===== src/rtl/core/acle_pkg.sv =====
// ----------------------------------------------------------------------------
// acle_pkg : shared types and constants for the AT command line editor
// Line store geometry, configuration register indexes, result codes and the
// transaction structs of the input and result channels.
// ----------------------------------------------------------------------------
package acle_pkg;

  // Line store geometry: two banks of LINE_DEPTH bytes
  localparam int LINE_DEPTH = 256;
  localparam int MEM_DEPTH  = 2 * LINE_DEPTH;
  localparam int ADDR_W     = $clog2(LINE_DEPTH);
  localparam int POS_W      = $clog2(LINE_DEPTH + 1);
  localparam int LIMIT_W    = 9;
  localparam int CMP_W      = (POS_W > LIMIT_W) ? POS_W : LIMIT_W;
  localparam int IDX_W      = (ADDR_W > 8) ? ADDR_W : 8;

  // Configuration register indexes
  localparam int CFG_IDX_W = 3;
  localparam logic [CFG_IDX_W-1:0] CFG_LINE_FEED = 3'd0;
  localparam logic [CFG_IDX_W-1:0] CFG_BACKSPACE = 3'd1;
  localparam logic [CFG_IDX_W-1:0] CFG_ECHO      = 3'd2;
  localparam logic [CFG_IDX_W-1:0] CFG_CMD_MODE  = 3'd3;
  localparam logic [CFG_IDX_W-1:0] CFG_LIMIT     = 3'd4;

  // Configuration reset values
  localparam logic [7:0]         RST_LINE_FEED = 8'd10;
  localparam logic [7:0]         RST_BACKSPACE = 8'd8;
  localparam logic [LIMIT_W-1:0] RST_LIMIT     = 9'd256;

  // Fixed echo codes for a backspace
  localparam logic [7:0] ECHO_BS    = 8'h08;
  localparam logic [7:0] ECHO_SPACE = 8'h20;

  // Result kinds
  localparam logic [2:0] KIND_ECHO      = 3'd0;
  localparam logic [2:0] KIND_LINE_DONE = 3'd1;
  localparam logic [2:0] KIND_DATA      = 3'd2;
  localparam logic [2:0] KIND_LINE_BYTE = 3'd3;
  localparam logic [2:0] KIND_RANGE     = 3'd4;

  // Input transaction
  typedef struct packed {
    logic       mode;
    logic [7:0] byte_in;
    logic       last_in_chunk;
    logic [7:0] read_index;
  } in_item_t;

  // Result transaction
  typedef struct packed {
    logic [2:0] kind;
    logic [7:0] result_byte;
    logic [8:0] line_length;
    logic       chunk_end;
    logic       last;
  } out_item_t;

  // Result sequence an accepted transaction turns into
  typedef enum logic [2:0] {
    JOB_BS3,
    JOB_ECHO,
    JOB_ECHO_DONE,
    JOB_DONE,
    JOB_DATA,
    JOB_READ,
    JOB_RANGE
  } job_kind_t;

  typedef struct packed {
    job_kind_t  jkind;
    logic [7:0] jbyte;
    logic [8:0] jlength;
    logic       jchunk_end;
  } job_t;

endpackage


===== src/rtl/core/at_command_line_editor_core.sv =====
// ----------------------------------------------------------------------------
// at_command_line_editor_core : AT command line editor
// Line editing over a two-bank line store with echo, backspace and bank swap.
// ----------------------------------------------------------------------------
// Usage:
//   Input channel (in_valid / in_stall / in_data) carries received bytes
//   (mode 0) or command-line read requests (mode 1). Result channel
//   (out_valid / out_stall / out_data) returns echo, line-done, data,
//   line-byte and out-of-range transactions; the final one of each input
//   has last set. Configuration is written through cfg_we / cfg_index /
//   cfg_wdata while the block is idle.
//   The first result goes from the job slot through the output register.
//   Throughput: one input per cycle while each input gives at most one
//   result and the output is not stalled; an input with two or three
//   results holds the job slot while the sequencer emits one result per
//   cycle. Editing state is updated at acceptance; stored bytes are written
//   into the line memory at that edge and reads get the registered memory
//   port the same edge, so writes and reads of one entry never overlap.
//   Reset (synchronous, rst_n low) restores the configuration defaults and
//   empties the line; the line memory itself is not cleared and needs no
//   clearing pass. A stalled receiver holds the output register; the
//   sequencer keeps its job and in_stall rises until the job can finish.
// ----------------------------------------------------------------------------
module at_command_line_editor_core
  import acle_pkg::*;
(
  input  logic                 clk,
  input  logic                 rst_n,
  input  logic                 cfg_we,
  input  logic [CFG_IDX_W-1:0] cfg_index,
  input  logic [LIMIT_W-1:0]   cfg_wdata,
  input  logic                 in_valid,
  output logic                 in_stall,
  input  in_item_t             in_data,
  output logic                 out_valid,
  input  logic                 out_stall,
  output out_item_t            out_data
);

  // Configuration registers
  logic [7:0]         line_feed_r;
  logic [7:0]         backspace_r;
  logic               echo_r;
  logic               cmd_mode_r;
  logic [LIMIT_W-1:0] limit_r;

  // Editing state
  logic             edit_bank_r, edit_bank_nxt;
  logic [POS_W-1:0] edit_pos_r, edit_pos_nxt;
  logic [POS_W-1:0] cmd_len_r, cmd_len_nxt;
  logic             discard_r, discard_nxt;

  // Line memory
  logic [7:0] line_mem [MEM_DEPTH];
  logic [7:0] rd_byte_r;
  logic       mem_we;
  logic       mem_re;
  logic [ADDR_W:0] waddr;
  logic [ADDR_W:0] raddr;

  logic       in_accept;
  logic       job_free;
  logic       job_load;
  job_t       job;
  logic [CMP_W-1:0] limit_eff;
  logic [CMP_W-1:0] pos_ext;
  logic [CMP_W-1:0] len_ext;
  logic [IDX_W-1:0] ridx_ext;

  assign in_stall  = !job_free;
  assign in_accept = in_valid && job_free;

  // Effective limit is the smaller of the register and the bank depth
  assign limit_eff = (CMP_W'(limit_r) > CMP_W'(LINE_DEPTH)) ? CMP_W'(LINE_DEPTH)
                                                            : CMP_W'(limit_r);
  assign pos_ext   = CMP_W'(edit_pos_r);
  assign len_ext   = CMP_W'(cmd_len_r);
  assign ridx_ext  = IDX_W'(in_data.read_index);

  assign waddr = {edit_bank_r, edit_pos_r[ADDR_W-1:0]};
  assign raddr = {~edit_bank_r, ridx_ext[ADDR_W-1:0]};

  // Configuration writes
  always_ff @(posedge clk) begin
    if (!rst_n) begin
      line_feed_r <= RST_LINE_FEED;
      backspace_r <= RST_BACKSPACE;
      echo_r      <= 1'b1;
      cmd_mode_r  <= 1'b1;
      limit_r     <= RST_LIMIT;
    end else if (cfg_we) begin
      unique case (cfg_index)
        CFG_LINE_FEED: line_feed_r <= cfg_wdata[7:0];
        CFG_BACKSPACE: backspace_r <= cfg_wdata[7:0];
        CFG_ECHO:      echo_r      <= cfg_wdata[0];
        CFG_CMD_MODE:  cmd_mode_r  <= cfg_wdata[0];
        CFG_LIMIT:     limit_r     <= cfg_wdata;
        default: ;
      endcase
    end
  end

  // Decode of an accepted transaction: state update, memory access, job
  always_comb begin
    edit_bank_nxt  = edit_bank_r;
    edit_pos_nxt   = edit_pos_r;
    cmd_len_nxt    = cmd_len_r;
    discard_nxt    = discard_r;
    mem_we         = 1'b0;
    mem_re         = 1'b0;
    job_load       = 1'b0;
    job.jkind      = JOB_ECHO;
    job.jbyte      = in_data.byte_in;
    job.jlength    = 9'(edit_pos_r);
    job.jchunk_end = in_data.last_in_chunk;
    if (in_accept) begin
      priority if (in_data.mode) begin
        mem_re    = 1'b1;
        job_load  = 1'b1;
        job.jkind = (CMP_W'(ridx_ext) < len_ext) ? JOB_READ : JOB_RANGE;
      end else if (!cmd_mode_r) begin
        job_load  = 1'b1;
        job.jkind = JOB_DATA;
      end else if (discard_r) begin
        if (in_data.last_in_chunk) begin
          discard_nxt = 1'b0;
        end
      end else if (in_data.byte_in == backspace_r) begin
        if (edit_pos_r != '0) begin
          edit_pos_nxt = edit_pos_r - POS_W'(1);
        end
        job_load  = echo_r;
        job.jkind = JOB_BS3;
      end else if (pos_ext >= limit_eff) begin
        // overflow: restart the line, drop the rest of the chunk
        edit_pos_nxt = '0;
        discard_nxt  = !in_data.last_in_chunk;
      end else if (in_data.byte_in == line_feed_r) begin
        if (edit_pos_r == '0) begin
          job_load  = echo_r;
          job.jkind = JOB_ECHO;
        end else begin
          // line complete: swap banks
          cmd_len_nxt   = edit_pos_r;
          edit_bank_nxt = ~edit_bank_r;
          edit_pos_nxt  = '0;
          job_load      = 1'b1;
          job.jkind     = echo_r ? JOB_ECHO_DONE : JOB_DONE;
        end
      end else begin
        mem_we       = 1'b1;
        edit_pos_nxt = edit_pos_r + POS_W'(1);
        job_load     = echo_r;
        job.jkind    = JOB_ECHO;
      end
    end
  end

  // Editing state registers
  always_ff @(posedge clk) begin
    if (!rst_n) begin
      edit_bank_r <= 1'b0;
      edit_pos_r  <= '0;
      cmd_len_r   <= '0;
      discard_r   <= 1'b0;
    end else begin
      edit_bank_r <= edit_bank_nxt;
      edit_pos_r  <= edit_pos_nxt;
      cmd_len_r   <= cmd_len_nxt;
      discard_r   <= discard_nxt;
    end
  end

  // Line memory, one write and one registered read port
  always_ff @(posedge clk) begin
    if (mem_we) begin
      line_mem[waddr] <= in_data.byte_in;
    end
    if (mem_re) begin
      rd_byte_r <= line_mem[raddr];
    end
  end

  // Result sequencer
  acle_emit u_emit (
    .clk       (clk),
    .rst_n     (rst_n),
    .job_load  (job_load),
    .job_in    (job),
    .rd_byte   (rd_byte_r),
    .job_free  (job_free),
    .out_valid (out_valid),
    .out_stall (out_stall),
    .out_data  (out_data)
  );

  // Checks
  a_pos_range: assert property (@(posedge clk) disable iff (!rst_n)
    CMP_W'(edit_pos_r) <= CMP_W'(LINE_DEPTH))
    else $error("edit position beyond line depth");

  a_len_range: assert property (@(posedge clk) disable iff (!rst_n)
    CMP_W'(cmd_len_r) <= CMP_W'(LINE_DEPTH))
    else $error("command length beyond line depth");

  a_discard_empty: assert property (@(posedge clk) disable iff (!rst_n)
    discard_r |-> (edit_pos_r == '0))
    else $error("discarding with a partly filled line");

  a_store_in_bank: assert property (@(posedge clk) disable iff (!rst_n)
    mem_we |-> (pos_ext < limit_eff) && !mem_re)
    else $error("line store write out of range");

endmodule


===== src/rtl/core/acle_emit.sv =====
// ----------------------------------------------------------------------------
// acle_emit : result sequencer
// Holds one decoded job and plays out its one to three results, one per
// cycle while the output is not stalled, into a registered output stage.
// ----------------------------------------------------------------------------
module acle_emit
  import acle_pkg::*;
(
  input  logic      clk,
  input  logic      rst_n,
  input  logic      job_load,
  input  job_t      job_in,
  input  logic [7:0] rd_byte,
  output logic      job_free,
  output logic      out_valid,
  input  logic      out_stall,
  output out_item_t out_data
);

  logic      job_valid_r;
  job_t      job_r;
  logic [1:0] step_r;
  logic      out_valid_r;
  out_item_t out_data_r;

  logic      out_load;
  logic      emit;
  logic      final_step;
  out_item_t cur;

  assign out_load = !out_valid_r || !out_stall;
  assign emit     = job_valid_r && out_load;
  assign job_free = !job_valid_r || (emit && final_step);

  // Result for the current step of the job
  always_comb begin
    cur        = '0;
    final_step = 1'b1;
    unique case (job_r.jkind)
      JOB_BS3: begin
        cur.kind        = KIND_ECHO;
        cur.result_byte = (step_r == 2'd1) ? ECHO_SPACE : ECHO_BS;
        final_step      = (step_r == 2'd2);
      end
      JOB_ECHO: begin
        cur.kind        = KIND_ECHO;
        cur.result_byte = job_r.jbyte;
      end
      JOB_ECHO_DONE: begin
        final_step = (step_r == 2'd1);
        if (step_r == 2'd0) begin
          cur.kind        = KIND_ECHO;
          cur.result_byte = job_r.jbyte;
        end else begin
          cur.kind        = KIND_LINE_DONE;
          cur.line_length = job_r.jlength;
        end
      end
      JOB_DONE: begin
        cur.kind        = KIND_LINE_DONE;
        cur.line_length = job_r.jlength;
      end
      JOB_DATA: begin
        cur.kind        = KIND_DATA;
        cur.result_byte = job_r.jbyte;
        cur.chunk_end   = job_r.jchunk_end;
      end
      JOB_READ: begin
        cur.kind        = KIND_LINE_BYTE;
        cur.result_byte = rd_byte;
      end
      JOB_RANGE: begin
        cur.kind = KIND_RANGE;
      end
      default: begin
        cur.kind = KIND_RANGE;
      end
    endcase
    cur.last = final_step;
  end

  // Job slot and step counter
  always_ff @(posedge clk) begin
    if (!rst_n) begin
      job_valid_r <= 1'b0;
      step_r      <= 2'd0;
    end else if (job_load) begin
      job_valid_r <= 1'b1;
      step_r      <= 2'd0;
    end else if (emit && final_step) begin
      job_valid_r <= 1'b0;
    end else if (emit) begin
      step_r <= step_r + 2'd1;
    end
  end

  always_ff @(posedge clk) begin
    if (job_load) begin
      job_r <= job_in;
    end
  end

  // Output register
  always_ff @(posedge clk) begin
    if (!rst_n) begin
      out_valid_r <= 1'b0;
    end else if (out_load) begin
      out_valid_r <= job_valid_r;
    end
  end

  always_ff @(posedge clk) begin
    if (out_load) begin
      out_data_r <= cur;
    end
  end

  assign out_valid = out_valid_r;
  assign out_data  = out_data_r;

endmodule


===== config.mk =====
export PLATFORM = sky130hd
export DESIGN_NAME = at_command_line_editor_core
export DESIGN_NICKNAME = d
export VERILOG_FILES = /design/src/rtl/core/acle_pkg.sv /design/src/rtl/core/at_command_line_editor_core.sv /design/src/rtl/core/acle_emit.sv
export SDC_FILE = /design/constraint.sdc
export NUM_CORES = 2
export LEC_CHECK = 0
export CAP_MARGIN = 30
export CORE_AREA = 3 3 549 551
export DETAILED_ROUTE_END_ITERATION = 8
export DIE_AREA = 0 0 552 554
export DONT_BUFFER_PORTS = 1
export PLACE_DENSITY = 0.71
export SLEW_MARGIN = 30
export SYNTH_ARGS = -nofsm -noshare
export SYNTH_HDL_FRONTEND = slang
export SYNTH_SLANG_ARGS = --single-unit

===== constraint.sdc =====
create_clock -name clk -period 5.1 [get_ports clk]
set_clock_uncertainty 0.05 [all_clocks]
set_input_delay 1.02 -clock clk [delete_from_list [all_inputs] [get_ports clk]]
set_output_delay 1.02 -clock clk [all_outputs]
set_load 0.02 [all_outputs]

# Word level (Yosys, flattened, before mapping)
# Memory sizes are Yosys's and may differ from the RTL's. A register that Yosys moved wholly into a read port is not among the register bits.
# Cells that the tools add are included.
# op_classes
add_sub_neg	3
order_cmp	3
n_eq_ne	15
muxes	48
bitwise_logic	8
n_reduce_logical	28
# op_table
operator	count
9-bit two-way mux	7
8-bit one-hot mux with 4 select lines	1
1-bit two-way mux	27
3-bit two-way mux	6
9-bit one-hot mux with 2 select lines	1
8-bit equality test	2
3-bit one-hot mux with 5 select lines	1
3-bit by 2-bit equality test with 1-bit output, second input constant	4
2-bit AND reduction	6
9-bit by 1-bit adder with 9-bit output, second input constant	1
3-bit equality test, second input constant	3
9-bit >= comparator	1
9-bit > comparator, second input constant	1
9-bit logical NOT	1
8-bit by 9-bit less-than comparator with 1-bit output	1
9-bit nonzero test	1
9-bit by 1-bit subtractor with 9-bit output, second input constant	1
8-bit two-way mux	1
1-bit NOT	8
8-bit AND reduction	1
3-bit by 1-bit equality test with 1-bit output, second input constant	2
3-bit logical NOT	2
6-bit two-way mux	1
6-bit AND reduction	1
other kinds (14)	24
# totals
register_bits	94
ramBits	4096
inputBits	35
out_inout_bits	24
word_cells	127
n_memories	1
# memory_table
memory	depth	word_bits	read_ports	rd_clocked_by_memory_dff	write_ports	line	text
line_mem	512	8	1	1	1	at_command_line_editor_core.sv:54	logic [7:0] line_mem [MEM_DEPTH];

# Logic depth before layout (Yosys ltp)
# logic_depth
word_depth	11
mapped_depth	14
mapped_depth_nobuf	11

# Hierarchy
# Synthesis repeated with hierarchy kept, for this count alone.
# hier_totals
hier_cells	7851
area_unflattened_um2	164775.5
# by_module_without_submodules
mod	instances	cells_per_inst	area_each_um2	seq_area_each_um2
at_command_line_editor_core	1	7728	162788.6	124179.1
acle_emit	1	123	1986.9	1371.3

# Worst setup path after synthesis
# Ideal clock, no wire load.
# synth_timing
path_type	input to register
start	input out_stall
end	memory line_mem[15][0], enable pin
setup_time_ns	0.370
arrival_ns	3.561
required_time_ns	4.680
setup_slack_ns	1.118
stages	9
n_path_buf	1
path_cell_list	nand2_1 a21boi_2 o21ai_2 nor3_2 nand3_2 nor3_2 nand2_1 clkbuf_1 nor2_1
# synth_between
elab_chain_len	9
# synth_rtl
element	line	text
start, declared	at_command_line_editor_core.sv:36	input logic out_stall,
1-bit logical NOT	acle_emit.sv:31	assign out_load = !out_valid_r || !out_stall;
1-bit logical OR	acle_emit.sv:31	
1-bit logical AND	acle_emit.sv:32	assign emit = job_valid_r && out_load;
1-bit logical AND	acle_emit.sv:33	assign job_free = !job_valid_r || (emit && final_step);
1-bit logical OR	acle_emit.sv:33	
1-bit logical AND	at_command_line_editor_core.sv:71	assign in_accept = in_valid && job_free;
1-bit two-way mux	at_command_line_editor_core.sv:116	if (in_accept) begin
1-bit two-way mux	at_command_line_editor_core.sv:176	if (mem_we) begin
1-bit two-way mux (not written as such)	at_command_line_editor_core.sv:177	line_mem[waddr] <= in_data.byte_in;
end, declared	at_command_line_editor_core.sv:54	
# Every way passes these cells.

==> summary.txt <==
Drt
  • Post-route ant nets: 0
  • Vias: 80600
  • DRT Pass-1 Iters: 6
  • 1st-iter DRT viols: 11000
  • Via density per instance: 6.51
  • Routed WL per cell: 32.0 microns
  • DR DRC count: 0
  • Drt total wl: 396000 microns

Setup path
  • Type of origin of the critical path: primary input
  • Crit Path Class: in -> reg
  • Crit path max fanout: 115
  • Worst setup path end: rd_byte_r[4]$_DFFE_PP_
  • Critical Path Start: in_data[4]
  • Crit. End Element: flop
  • Critical-path cell list: buf_16 > buf_16 > buf_16 > mux4_2 > mux2i_1 > a221oi_1 > o211ai_1 > o211ai_1 > a2111oi_2 > buf_4 > nor3_1
  • Slowest Stage Delay on Critical Path: 0.69 ns
  • R2r endpoint: line_mem[509][0]$_DFFE_PP_
  • Register-to-Register Path Depth: 12
  • Crit Reg-Reg Startpoint: edit_pos_r[0]$_SDFFE_PN0P_
  • CP max stage cell: a2111oi_2
  • R2R setup slack: 0.52 ns
  • Worst EP arrival: 5.68 ns
  • Critical Path Most Common Cell: buf_16
  • CP Data Required Time: 5.72 ns

Synthesis
  • Main combinational cell family by area after synthesis: multiplexers
  • Synth Area in XOR/XNOR: 0.102%
  • Syn_nets: 7825
  • Syn. warnings: 0
  • Ys async rst share: 0%
  • Synthesized-area fraction occupied by and/or/nand/nor cells: 2.79%
  • Post-Syn Instances: 7767
  • Mux contribution to synthesized area: 16.1%
  • Syn Area/Cell: 21.0 sq um
  • Post-synthesis compound-gate area fraction: 2.37%
  • Post-synth EDFFs: 4147
  • Sequential area share after synthesis: 76.9%
  • Synth Area in Adders: 0.176%
  • Ys flop type: edfxtp_1
  • Number of library cell types mapped by synthesis: 66
  • #FFs+latches synth: 4198
  • Syn Std Cell Area: 163000 sq um

Clock tree
  • Clk root buf: clkbuf_16
  • CTS tree: built
  • Clk buf depth: 4
  • Worst-path clk slew: 0.06 ns
  • # Post-CTS Setup Buffers: 0
  • Skew-Pair Late Insertion Delay: 0.97 ns
  • H-tree level count: 5
  • CTS Buf Count: 409
  • Clock sinks: 4198

Timing
  • Final setup margin: 0.0368 ns
  • Relative slew slack: -2.43%
  • Final Hold Fails: 0
  • Hold Slack: 0.0652 ns
  • Worst-Margin Slew: 1.54 ns
  • Sum of negative setup slack: 0 ns
  • Tcrit/Tclk final: 99.3%
  • Fmax: 198 MHz
  • Final setup viols: 0
  • Max Slew Vio Count: 28
  • Tmin final: 5.06 ns
  • RSZ-0062 raised after global routing: yes

Run status
  • Status: complete, but fails checks
  • Failing checks: max-slew violations

Cells and area
  • Layout cells sized above 1: 27.1%
  • Fillers: 19900
  • Nets: 8142
  • Final Non-Filler Cells: 12400
  • Area delta synth->final: 12.6%

Die
  • Die Area: 306000 sq um
  • Die Y: 554 microns
  • Chip Width: 552 microns
  • Total core area: 297000 sq um
  • Floorplan row count: 200
  • Initial core utilization: 55.0%
  • Ports: 59

Global routing
  • Vias in the first global route: 81300
  • Total track usage: 25.9%
  • First-pass GRT wire length: 581000 microns
  • Total gr overflow: 0
  • Initial antenna violation count: 17
  • Largest net degree at the start of global routing: 516

Placement
  • Cell count after placement: 11600
  • Port Buffers: 0
  • Post-Place Worst Slack: -1.66 ns
  • Placer Congestion: 0.836
  • Detail Placement HPWL: 214000 microns

Min path
  • Worst hold path type: in -> reg

Pwr
  • Worst VDD drop: 0.363 mV
  • Sequential Power Share: 53.4%
  • Switching Power: 14.8 mW
  • Leakage power: 57.3 nW
  • Clock power share: 42.4%
  • PD cells: 388 nW/um^2
  • Total chip power: 71.3 mW
  • Switching share of power: 20.8%
  • Comb power frac: 4.3%
  • Internal power: 56.5 mW

Job
  • Max-cap check violation count: 0
-- layout by cell type, fill, tap and decap left out, drive strengths merged, types with 20 or more instances in the layout --
| cell | count |
|---|---|
| edfxtp | 4147 |
| mux2i | 200 |
| nor3 | 29 |
| inv | 28 |
| o22ai | 79 |
| o211ai | 26 |
| nor2 | 723 |
| nand4 | 20 |
| clkinvlp | 24 |
| nand2 | 189 |
| nand2b | 30 |
| bufinv | 44 |
| buf | 373 |
| ha | 23 |
| nand3 | 42 |
| mux4 | 1031 |
| mux2 | 99 |
| clkbuf | 499 |
| clkinv | 189 |
| o21ai | 153 |
| o221ai | 77 |
| dfxtp | 51 |
| a21oi | 158 |
-- worst min path at each step --
stage	to	startpoint	cells after the start
2_1_floorplan	u_emit.job_r[3]$_DFFE_PP_	edit_pos_r[2]$_SDFFE_PN0P_	0
3_3_place_gp	limit_r[0]$_SDFFE_PN0P_	limit_r[0]$_SDFFE_PN0P_	2
3_5_place_dp	limit_r[3]$_SDFFE_PN0P_	limit_r[3]$_SDFFE_PN0P_	2
4_1_cts	echo_r$_SDFFE_PN1P_	rst_n	1
5_1_grt	echo_r$_SDFFE_PN1P_	rst_n	1
6_report	echo_r$_SDFFE_PN1P_	rst_n	1
-- area by class of cell --
cell class / instances / area (sq um) / share of cell area (%)
flip-flops and latches: 4198 / 126000 / 68.3
multi-input cells: 3075 / 35800 / 19.5
repair buffers: 382 / 3960 / 2.16
clock buffers: 495 / 10700 / 5.84
diodes: 9 / 22.5 / 0.0122
clock inverters: 267 / 2750 / 1.49
inverters: 18 / 67.6 / 0.0367
well taps: 3939 / 4930 / 2.68
-- Yosys cell counts (all sizes together), types with 3 or more instances --
master   number  area share, %
a2111oi       8          0.043
a211o         7          0.038
a211oi       17          0.078
a21boi        3          0.016
a21o          5          0.023
a21oi       158           0.48
a221oi       18          0.097
a22oi         6          0.028
a311oi        4          0.021
a31oi         6          0.023
and2         19          0.073
and3          6          0.023
buf         275            1.0
clkbuf      201           0.46
dfxtp        51           0.63
edfxtp     4147             76
ha           23           0.18
inv          17          0.039
mux2         99           0.68
mux2i       200            1.2
mux4       1031             14
nand2       189           0.43
nand2b       30           0.11
nand3        42           0.13
nand3b        3          0.014
nand4        20          0.077
nor2        723            1.7
nor2b        15          0.057
nor3         29          0.098
nor3b         4          0.032
nor4          6          0.023
o2111ai      14          0.075
o211ai       26           0.12
o21a          3          0.014
o21ai       153           0.47
o221ai       77           0.41
o22ai        79           0.30
o32a          7          0.043
or2           4          0.015
or3           4          0.015
xor2         17          0.091
-- per-layer routing --
metal / track usage (%) / part of all wire, % / vias to the layer above / routed length [microns]
met4: 9.61 / 4.0 / 10 / 15800
met5: 0 / 0.092 / - / 364
li1: - / - / 32900 / -
met2: 40.6 / 48 / 4384 / 192000
met3: 5.05 / 9.6 / 739 / 38200
met1: 36.6 / 38 / 42600 / 150000
-- sequential cells by signal, indices dropped and copies added (netlist names), 2 cells and up --
register / flops
u_emit.out_data: 22
rd_byte_r: 8
u_emit.job_r: 21
edit_pos_r: 9
cmd_len_r: 9
line_mem: 4096
limit_r: 9
backspace_r: 8
u_emit.step_r: 2
line_feed_r: 8
-- timing repair --
action	CTS	global route
setup endpoints to repair	8	875
hold endpoints to repair	0	0
resized for setup	0	108
pin swaps	0	1
hold buffers	0	0
cloned	5	4
-- stage by stage --
step	util [%]	instance area (sq um)
global route	61.9	184000
detailed placement	57.1	169000
floorplan	-	163000
finish	62.0	184000
CTS	61.7	183000
global placement	56.9	169000
-- power groups by stage --
stage / sequential, mW / clock [mW] / combinational, mW
6_report: 38.0 / 30.2 / 3.06
4_1_cts: 38.0 / 30.5 / 2.66
3_5_place_dp: 38.8 / 0 / 2.62
2_1_floorplan: 38.7 / 0 / 1.80
5_1_grt: 38.0 / 31.9 / 3.20
3_3_place_gp: 38.8 / 0 / 2.59
-- worst max-delay path: cells and delay by family --
kind	cells	cell delay (ns)
AOI/OAI and AO/OA	4	1.68
buffers and inverters	4	1.70
and+or+nand+nor	1	0.06
muxes	2	0.75
-- kinds of logic (layout without fill, tap and decap cells) --
family,count (synthesis),in the layout
DFF,4198,4198
muxes,1330,1330
and+or+nand+nor,1098,1098
AOI/OAI and AO/OA,605,605
buffers and inverters,494,1162
adders and majority gates,23,23
xor gates and xnor gates,19,19
other,0,9
Note: power is estimated with default switching activity, not from simulation.
